===== src/rtl/core/mnva_pkg.sv =====
`default_nettype none
package mnva_pkg;

   localparam int IDX_W            = 10;      // vertex index width
   localparam int POS_W            = 16;      // Q8.8 coordinate
   localparam int NRM_W            = 16;      // Q1.14 normal component
   localparam int CNT_W            = 16;      // seen count
   localparam int VEC_W            = 36;      // raw vector fed to the normalizer
   localparam int VERTEX_COUNT_DEF = 1024;
   localparam int Q14_ONE          = 16384;
   localparam int COUNT_MAX        = 65535;
   localparam int REQ_DATA_W       = 80;
   localparam int RSP_DATA_W       = 64;

   typedef enum logic [1:0] {CMD_LOAD, CMD_CLEAR, CMD_TRI, CMD_READ} cmd_type;
   typedef enum logic [1:0] {ST_OK, ST_DEGEN, ST_RANGE} status_type;

   typedef struct packed {
      logic                        start;
      logic [2:0][VEC_W-1:0]       vec;
   } norm_req_type;

   typedef struct packed {
      logic                        done;
      logic                        zero;
      logic [2:0][NRM_W-1:0]       comp;
   } norm_rsp_type;

endpackage
`default_nettype wire


===== src/rtl/core/mnva_norm.sv =====
`default_nettype none
// Iterative vector normalizer: scale down, sum of squares, bitwise root,
// then three restoring divisions giving round(mag * 16384 / len).
module mnva_norm
   import mnva_pkg::*;
(
   input  wire logic         clock,
   input  wire logic         reset,
   input  wire norm_req_type req,
   output      norm_rsp_type rsp
);

   typedef enum logic [2:0] {
      N_IDLE, N_SHIFT, N_SQ, N_SQRT, N_DIV, N_DONE
   } nstate_type;

   nstate_type              state_ff, state_in;
   logic [2:0][VEC_W-1:0]   mag_ff, mag_in;
   logic [2:0]              neg_ff, neg_in;
   logic                    zero_ff, zero_in;
   logic [1:0]              sel_ff, sel_in;
   logic [4:0]              step_ff, step_in;
   logic [59:0]             prod_ff, prod_in;
   logic [61:0]             sum_ff, sum_in;
   logic [61:0]             rad_ff, rad_in;
   logic [32:0]             rem_ff, rem_in;
   logic [30:0]             root_ff, root_in;
   logic [45:0]             num_ff, num_in;
   logic [45:0]             dsh_ff, dsh_in;
   logic [14:0]             quo_ff, quo_in;
   logic [2:0][NRM_W-1:0]   res_ff, res_in;

   logic [29:0]             sq_op;
   logic [61:0]             sum_nx;
   logic [34:0]             rem_sh;
   logic [34:0]             trial;
   logic                    root_bit;
   logic [30:0]             root_nx;
   logic                    div_ge;
   logic [14:0]             quo_nx;
   logic [NRM_W-1:0]        q_clip;
   logic [29:0]             next_mag;
   logic                    too_big;

   always_comb begin
      case (step_ff[1:0])
         2'd0:    sq_op = mag_ff[0][29:0];
         2'd1:    sq_op = mag_ff[1][29:0];
         2'd2:    sq_op = mag_ff[2][29:0];
         default: sq_op = '0;
      endcase
   end

   assign prod_in  = 60'(sq_op) * 60'(sq_op);
   assign sum_nx   = sum_ff + 62'(prod_ff);
   assign rem_sh   = {rem_ff, rad_ff[61:60]};
   assign trial    = {2'b00, root_ff, 2'b01};
   assign root_bit = (rem_sh >= trial);
   assign root_nx  = {root_ff[29:0], root_bit};
   assign div_ge   = (num_ff >= dsh_ff);
   assign quo_nx   = {quo_ff[13:0], div_ge};
   assign q_clip   = ({1'b0, quo_nx} > NRM_W'(Q14_ONE)) ? NRM_W'(Q14_ONE) : {1'b0, quo_nx};
   assign too_big  = |{mag_ff[0][VEC_W-1:30], mag_ff[1][VEC_W-1:30], mag_ff[2][VEC_W-1:30]};

   always_comb begin
      case (sel_ff)
         2'd0:    next_mag = mag_ff[1][29:0];
         default: next_mag = mag_ff[2][29:0];
      endcase
   end

   always_comb begin
      state_in = state_ff;
      mag_in   = mag_ff;
      neg_in   = neg_ff;
      zero_in  = zero_ff;
      sel_in   = sel_ff;
      step_in  = step_ff;
      sum_in   = sum_ff;
      rad_in   = rad_ff;
      rem_in   = rem_ff;
      root_in  = root_ff;
      num_in   = num_ff;
      dsh_in   = dsh_ff;
      quo_in   = quo_ff;
      res_in   = res_ff;
      case (state_ff)
         N_IDLE: begin
            if (req.start) begin
               for (int i = 0; i < 3; i++) begin
                  neg_in[i] = req.vec[i][VEC_W-1];
                  mag_in[i] = req.vec[i][VEC_W-1] ? (~req.vec[i] + 1'b1) : req.vec[i];
               end
               zero_in  = 1'b0;
               state_in = N_SHIFT;
            end
         end
         N_SHIFT: begin
            if (mag_ff == '0) begin
               zero_in  = 1'b1;
               state_in = N_DONE;
            end else if (too_big) begin
               for (int i = 0; i < 3; i++) begin
                  mag_in[i] = mag_ff[i] >> 1;
               end
            end else begin
               step_in  = '0;
               sum_in   = '0;
               state_in = N_SQ;
            end
         end
         N_SQ: begin
            // the registered product seen here is that of step-1
            if (step_ff != '0) begin
               sum_in = sum_nx;
            end
            if (step_ff == 5'd3) begin
               rad_in   = sum_nx;
               rem_in   = '0;
               root_in  = '0;
               step_in  = '0;
               state_in = N_SQRT;
            end else begin
               step_in = step_ff + 1'b1;
            end
         end
         N_SQRT: begin
            rem_in  = root_bit ? 33'(rem_sh - trial) : rem_sh[32:0];
            root_in = root_nx;
            rad_in  = rad_ff << 2;
            if (step_ff == 5'd30) begin
               sel_in   = '0;
               num_in   = {1'b0, mag_ff[0][29:0], 15'b0} + 46'(root_nx);
               dsh_in   = {root_nx, 15'b0};
               quo_in   = '0;
               step_in  = '0;
               state_in = N_DIV;
            end else begin
               step_in = step_ff + 1'b1;
            end
         end
         N_DIV: begin
            num_in = div_ge ? (num_ff - dsh_ff) : num_ff;
            dsh_in = dsh_ff >> 1;
            quo_in = quo_nx;
            step_in = step_ff + 1'b1;
            if (step_ff == 5'd14) begin
               res_in[sel_ff] = neg_ff[sel_ff] ? (~q_clip + 1'b1) : q_clip;
               if (sel_ff == 2'd2) begin
                  state_in = N_DONE;
               end else begin
                  sel_in  = sel_ff + 1'b1;
                  num_in  = {1'b0, next_mag, 15'b0} + 46'(root_ff);
                  dsh_in  = {root_ff, 15'b0};
                  quo_in  = '0;
                  step_in = '0;
               end
            end
         end
         N_DONE: begin
            state_in = N_IDLE;
         end
         default: begin
            state_in = N_IDLE;
         end
      endcase
   end

   always_ff @(posedge clock) begin
      if (reset) begin
         state_ff <= N_IDLE;
      end else begin
         state_ff <= state_in;
      end
      mag_ff  <= mag_in;
      neg_ff  <= neg_in;
      zero_ff <= zero_in;
      sel_ff  <= sel_in;
      step_ff <= step_in;
      prod_ff <= prod_in;
      sum_ff  <= sum_in;
      rad_ff  <= rad_in;
      rem_ff  <= rem_in;
      root_ff <= root_in;
      num_ff  <= num_in;
      dsh_ff  <= dsh_in;
      quo_ff  <= quo_in;
      res_ff  <= res_in;
   end

   assign rsp.done = (state_ff == N_DONE);
   assign rsp.zero = zero_ff;
   assign rsp.comp = res_ff;

endmodule
`default_nettype wire


===== config.mk =====
export PLATFORM = sky130hd
export DESIGN_NAME = mnva_norm
export DESIGN_NICKNAME = d
export VERILOG_FILES = /design/src/rtl/core/mnva_pkg.sv /design/src/rtl/core/mnva_norm.sv
export SDC_FILE = /design/constraint.sdc
export NUM_CORES = 2
export LEC_CHECK = 0
export BUFFER_PORTS_ARGS = -buffer_cell sky130_fd_sc_hd__clkbuf_2
export CAP_MARGIN = 20
export CELL_PAD_IN_SITES_DETAIL_PLACEMENT = 1
export CELL_PAD_IN_SITES_GLOBAL_PLACEMENT = 2
export CORE_MARGIN = 10
export CORE_UTILIZATION = 45
export DETAILED_ROUTE_END_ITERATION = 6
export PLACE_DENSITY_LB_ADDON = 0.1
export SYNTH_ARGS = -nofsm -noshare
export SYNTH_HDL_FRONTEND = slang
export SYNTH_SLANG_ARGS = --single-unit

===== constraint.sdc =====
create_clock -name clock -period 23.9 [get_ports clock]
set_clock_uncertainty 0.15 [all_clocks]
set_input_delay 1.195 -clock clock [delete_from_list [all_inputs] [get_ports clock]]
set_output_delay 1.195 -clock clock [all_outputs]
set_load 0.1 [all_outputs]

Word-level counts from Yosys, hierarchy flattened
Cells that the tools add are included.

cells by class
  shifts and indexed selects = 0
  divide/modulo/power cells = 0
  reduce and logical (&&, ||, !) cells = 22
  equal/unequal tests = 23
  multiplexer cells = 62
  $mul = 1
  add/subtract/negate cells = 11
  order comparisons = 5
  bitwise gates (word level) = 4

operators with widths
  operator               number
  $mux 108               3
  $mux 46                7
  $mux 62                4
  $pmux 62 s2            2
  $pmux 108 s2           1
  $pmux 46 s2            2
  $add 36x1->36 const B  3
  $logic_not 108->1      1
  $mux 36                3
  $not 36->36            3
  $add 45x31->46         2
  $pmux 30 s3            1
  $mux 33                2
  $pmux 33 s2            1
  $add 62x60->62         1
  $pmux 31 s2            1
  $mul 30x30->60         1
  $bwmux 48              1
  $ge 46x46->1           1
  $sub 46x46->46         1
  $mux 14                3
  $ge 35x33->1           1
  $sub 33x33->33         1
  $demux 16 s2           1
  other kinds (42)       81

storage, ports and cells
  output and inout port bits = 50
  ROM bits = 0
  RAM bits = 0
  bits in latches = 0
  logic and storage cells = 147
  bits in registers = 524
  memories = 0

Depth between registers and ports, before layout
  depth in word-level cells = 7
  gate-level depth with buffers = 39

Least setup slack after synthesis
Ideal clock, no wire load.

  kind = reg2reg
  start = reg state_ff[1]
  end = reg mag_ff[0] in the netlist's numbering (enable)
  cell stages (with the launch flop) = 6
  slack = 14.620 ns
  path buffers = 2
  arrival time = 8.406 ns
  period minus slack after synthesis = 9.280 ns
  setup time = 0.724 ns
  cells stage by stage = dfxtp_1 > clkbuf_1 > nor2_1 > nand2_1 > clkbuf_1 > o21ai_0

on the way
  longest elaborated chain between the ends = 3

RTL lines
  what                                                              RTL line          source
  start, declared                                                   mnva_norm.sv:17   nstate_type state_ff, state_in;
  start signal, assigned                                            mnva_norm.sv:173  state_ff <= state_in;
  $eq 3x1->1 or $logic_not 3->1 (tied branches)                     mnva_norm.sv:87   case (state_ff)
  $ne 2x2->1 (no source line) or $reduce_bool 2->1 (tied branches)  --
  $reduce_and 4->1 (no source line) (*)                             --
  end signal, assigned                                              mnva_norm.sv:175  mag_ff <= mag_in;
  end, declared                                                     mnva_norm.sv:18   logic [2:0][VEC_W-1:0] mag_ff, mag_in;

Mark *: on every way between the ends. The rest lies on a longest branch, timed or not.
A chain may end at the register's enable or synchronous reset.

Final worst setup path
  start = reg step_ff[1]
  end = reg prod_ff[59]

on the way
  longest elaborated chain between the ends = 3

RTL lines
  what                                RTL line          source
  start, declared                     mnva_norm.sv:22   logic [4:0] step_ff, step_in;
  start signal, assigned              mnva_norm.sv:179  step_ff <= step_in;
  $eq 2x2->1 (tied with other cells)  mnva_norm.sv:46   case (step_ff[1:0])
  $pmux 30 s3 (*)                     mnva_norm.sv:46
  $mul 30x30->60 (*)                  mnva_norm.sv:54   assign prod_in = 60'(sq_op) * 60'(sq_op);
  named net prod_in[59]               mnva_norm.sv:23   logic [59:0] prod_ff, prod_in;
  end signal, assigned                mnva_norm.sv:180  prod_ff <= prod_in;
  end, declared                       mnva_norm.sv:23

Mark *: on every way through the listed nets, which the timed path passes. The rest lies on a longest branch.

==> results.cfg <==
[floorplan]
die_w_microns = 381
dieArea_sq_mm = 0.145
initial_core_util = 0.453
die_h_microns = 381
rows = 132
coreArea_sq_mm = 0.129
io_pins = 161

[min_path]
hold_end = rad_ff[19]
hold_path_startpoint = rad_ff[17]
hold_depth = 2
hp-class = reg -> reg

[placed_design]
placed_cell_area_sq_mm = 0.0613
io_buffers = 160
dpl.hpwl_microns = 162000
routabilityCongestion = 0.948

[yosys]
synth-compound-area-share = 0.127
synth_top_cell_by_area = fa_1
avgSynthCellArea_sq_um = 9.22
synth.mux.area_fraction = 0.0130
yosys.area.top_type_share = 0.239
ys_top_cells_by_area = fa_1, edfxtp_1, ha_1, inv_1, nand2_1
synth-main-ff-cell = edfxtp_1
synth_fa_ha_area_frac = 0.331
synth_area_sq_mm = 0.0587
yosysUniqueCellTypes = 85
ys_seq_area_frac = 0.257
synthXorXnorAreaFrac = 0.0520
yosys.area_share.simple = 0.136
synthCells = 6361
synth_top_family_by_area = adder cells
ys_ff_latch = 523
synth_edf_count = 461
synthArstFlopShare = 0
synthesis.nets = 7606
ys_warn_count = 0

[finish]
fillers = 15000
fin_nets = 7653
drive_gt1_frac = 0.0618
stdcell_area_sq_mm = 0.0634
syn2layout_area_growth_pct = 8.16

[timing]
slew_headroom = 0.218
final-setup-viol-count = 0
finalSetupTns_ns = 0
final_hold_viol_count = 0
slew_violations = 0
fmax_ghz = 0.0878
layout_min_cycle_time_ns = 11.39
timing.hold.ws_ns = 0.330
min_period_over_period = 0.476
worst_slew_pin_slew_ns = 1.17
rsz0062_at_grt = no

[worst_setup_path]
timing.rr.end = prod_ff[59]
slowest_delay_ns = 0.96
crit_path_end_kind = flop
cp.required_ns = 24.31
cp-start-kind = flop
crit_top_cell = fa_1
timing.rr.start = step_ff[1]
r2r_cells = 30
path_max_fanout = 30
crit_slowest_cell = nor2_1
rrSetupSlack_ns = 12.51
path_class = reg -> reg
worstPathArrival_ns = 11.79

[global_route]
grt_pass1_vias = 49500
grtUsageTotal = 0.273
grt_pass1_wl_microns = 309000
grt_max_degree = 118
grt_overflow = 0
antenna_found_initial = 7

[clock_tree]
cts.path.max_buffers = 3
root_buffer = clkbuf_16
numCtsBuffers = 60
cts.sinks = 523
tritoncts = built
clock_latency_ns = 0.70
clkTransAtPathRegs_ns = 0.07
htree_levels = 2
ctsResizeCount = 0
cts_hold_buf = 0
cts_setup_buffers = 0

[run_status]
violations = DRC
run_status = finished, violations left

[detailed_routing]
wirelength_microns = 202000
wl_per_cell_microns = 24.6
routed_via_density = 5.67
vias = 46500
drc = 8
drt_pass1_iterations = 7
ant_nets = 0
drtIter0Drc = 3637

[run]
cap_viol_max_count = 0
==> Yosys cell counts (all sizes together) (18+ instances only) <==
master	instances
o21bai	26
fa	699
edfxtp	461
nor3	71
xor2	203
o21ai	378
nand4	45
nand2	709
a21o	103
and2	51
dfxtp	62
nor4	39
a21oi	272
o31ai	46
or2	21
buf	18
a22oi	30
ha	435
nand3	79
o211ai	41
nor2	556
inv	1051
mux2	18
a31oi	67
o21a	37
or4	21
and3	50
clkbuf	220
a211oi	35
nor2b	28
xnor2	145
or3	49
mux2i	56
nand2b	38
==> critical path: cells and delay by family, from the launching register on <==
kind	cells	cell delay (ns)
adder cells (fa/ha/maj)	10	4.67
AND/OR/NAND/NOR	6	2.93
buffers and inverters	7	1.50
AO/OA/AOI/OAI	6	1.39
flip-flops	1	0.44
XOR/XNOR	1	0.13
==> through the flow <==
step | setup WS [ns] | util | std cells
5_1_grt | 12.14 | 0.490 | 8199
2_1_floorplan | 14.62 | - | 6361
3_3_place_gp | 12.85 | 0.473 | 8084
3_5_place_dp | 12.81 | 0.473 | 8084
4_1_cts | 12.76 | 0.489 | 8195
6_report | 12.51 | 0.490 | 8203
==> worst max-delay path by stage <==
stage                startpoint     endpoint  slack (ns)  cells after the start
floorplan           state_ff[1]    mag_ff[0]       14.62                      5
global placement     step_ff[1]  prod_ff[59]       12.85                     30
detailed placement   step_ff[1]  prod_ff[59]       12.81                     30
CTS                  step_ff[1]  prod_ff[59]       12.76                     30
global route         step_ff[1]  prod_ff[59]       12.14                     30
finish               step_ff[1]  prod_ff[59]       12.51                     30
==> registers in the layout, summed over array words and instances (netlist names) <==
register / count
mag_ff: 108
rad_ff: 62
sum_ff: 62
prod_ff: 59
rsp: 48
dsh_ff: 46
num_ff: 46
rem_ff: 33
root_ff: 31
quo_ff: 14
step_ff: 5
neg_ff: 3
state_ff: 3
sel_ff: 2
zero_ff: 1
==> layer usage <==
layer	vias to the layer above	routed length, microns	track usage
met5	-	35	0
met4	6	5070	0.0616
met3	279	14300	0.0539
met2	1383	87300	0.416
met1	23700	95000	0.399
li1	21200	-	-
==> cell families (layout without fill, tap and decap cells) <==
family                     after synthesis  in the layout
adders and majority gates             1134           1134
xor gates and xnor gates               348            348
AOI/OAI and AO/OA                     1193           1193
DFF                                    523            523
and+or+nand+nor                       1793           1793
muxes                                   74             74
other                                    0              4
buffers and inverters                 1296           1392
==> placed cells by master, fill, tap and decap left out, drive strengths merged, types with 38 or more instances in the layout <==
cell type / synthesis / routed
inv: 1051 / 1053
nand2: 709 / 709
fa: 699 / 699
nor2: 556 / 556
edfxtp: 461 / 461
ha: 435 / 435
o21ai: 378 / 378
a21oi: 272 / 272
clkbuf: 220 / 230
xor2: 203 / 203
xnor2: 145 / 145
a21o: 103 / 103
nand3: 79 / 79
nor3: 71 / 71
a31oi: 67 / 67
dfxtp: 62 / 62
buf: 18 / 62
mux2i: 56 / 56
and2: 51 / 51
and3: 50 / 50
or3: 49 / 49
o31ai: 46 / 46
nand4: 45 / 45
o211ai: 41 / 41
nor4: 39 / 39
nand2b: 38 / 38
==> cell type report <==
cell class	instances	area (sq um)	share of cell area
Timing Repair Buffer	223	1340	0.0211
Clock buffer	70	1570	0.0247
Clock inverter	41	498	0.00785
Tap cell	1742	2180	0.0344
Multi-Input combinational cell	4542	38800	0.611
Antenna cell	4	10.0	0.000158
Inverter	1058	3980	0.0627
Sequential cell	523	15100	0.238
Power is left out: the tool's default activity adds up to more than one toggle a clock period on the data nets, which glitch-free logic cannot reach.
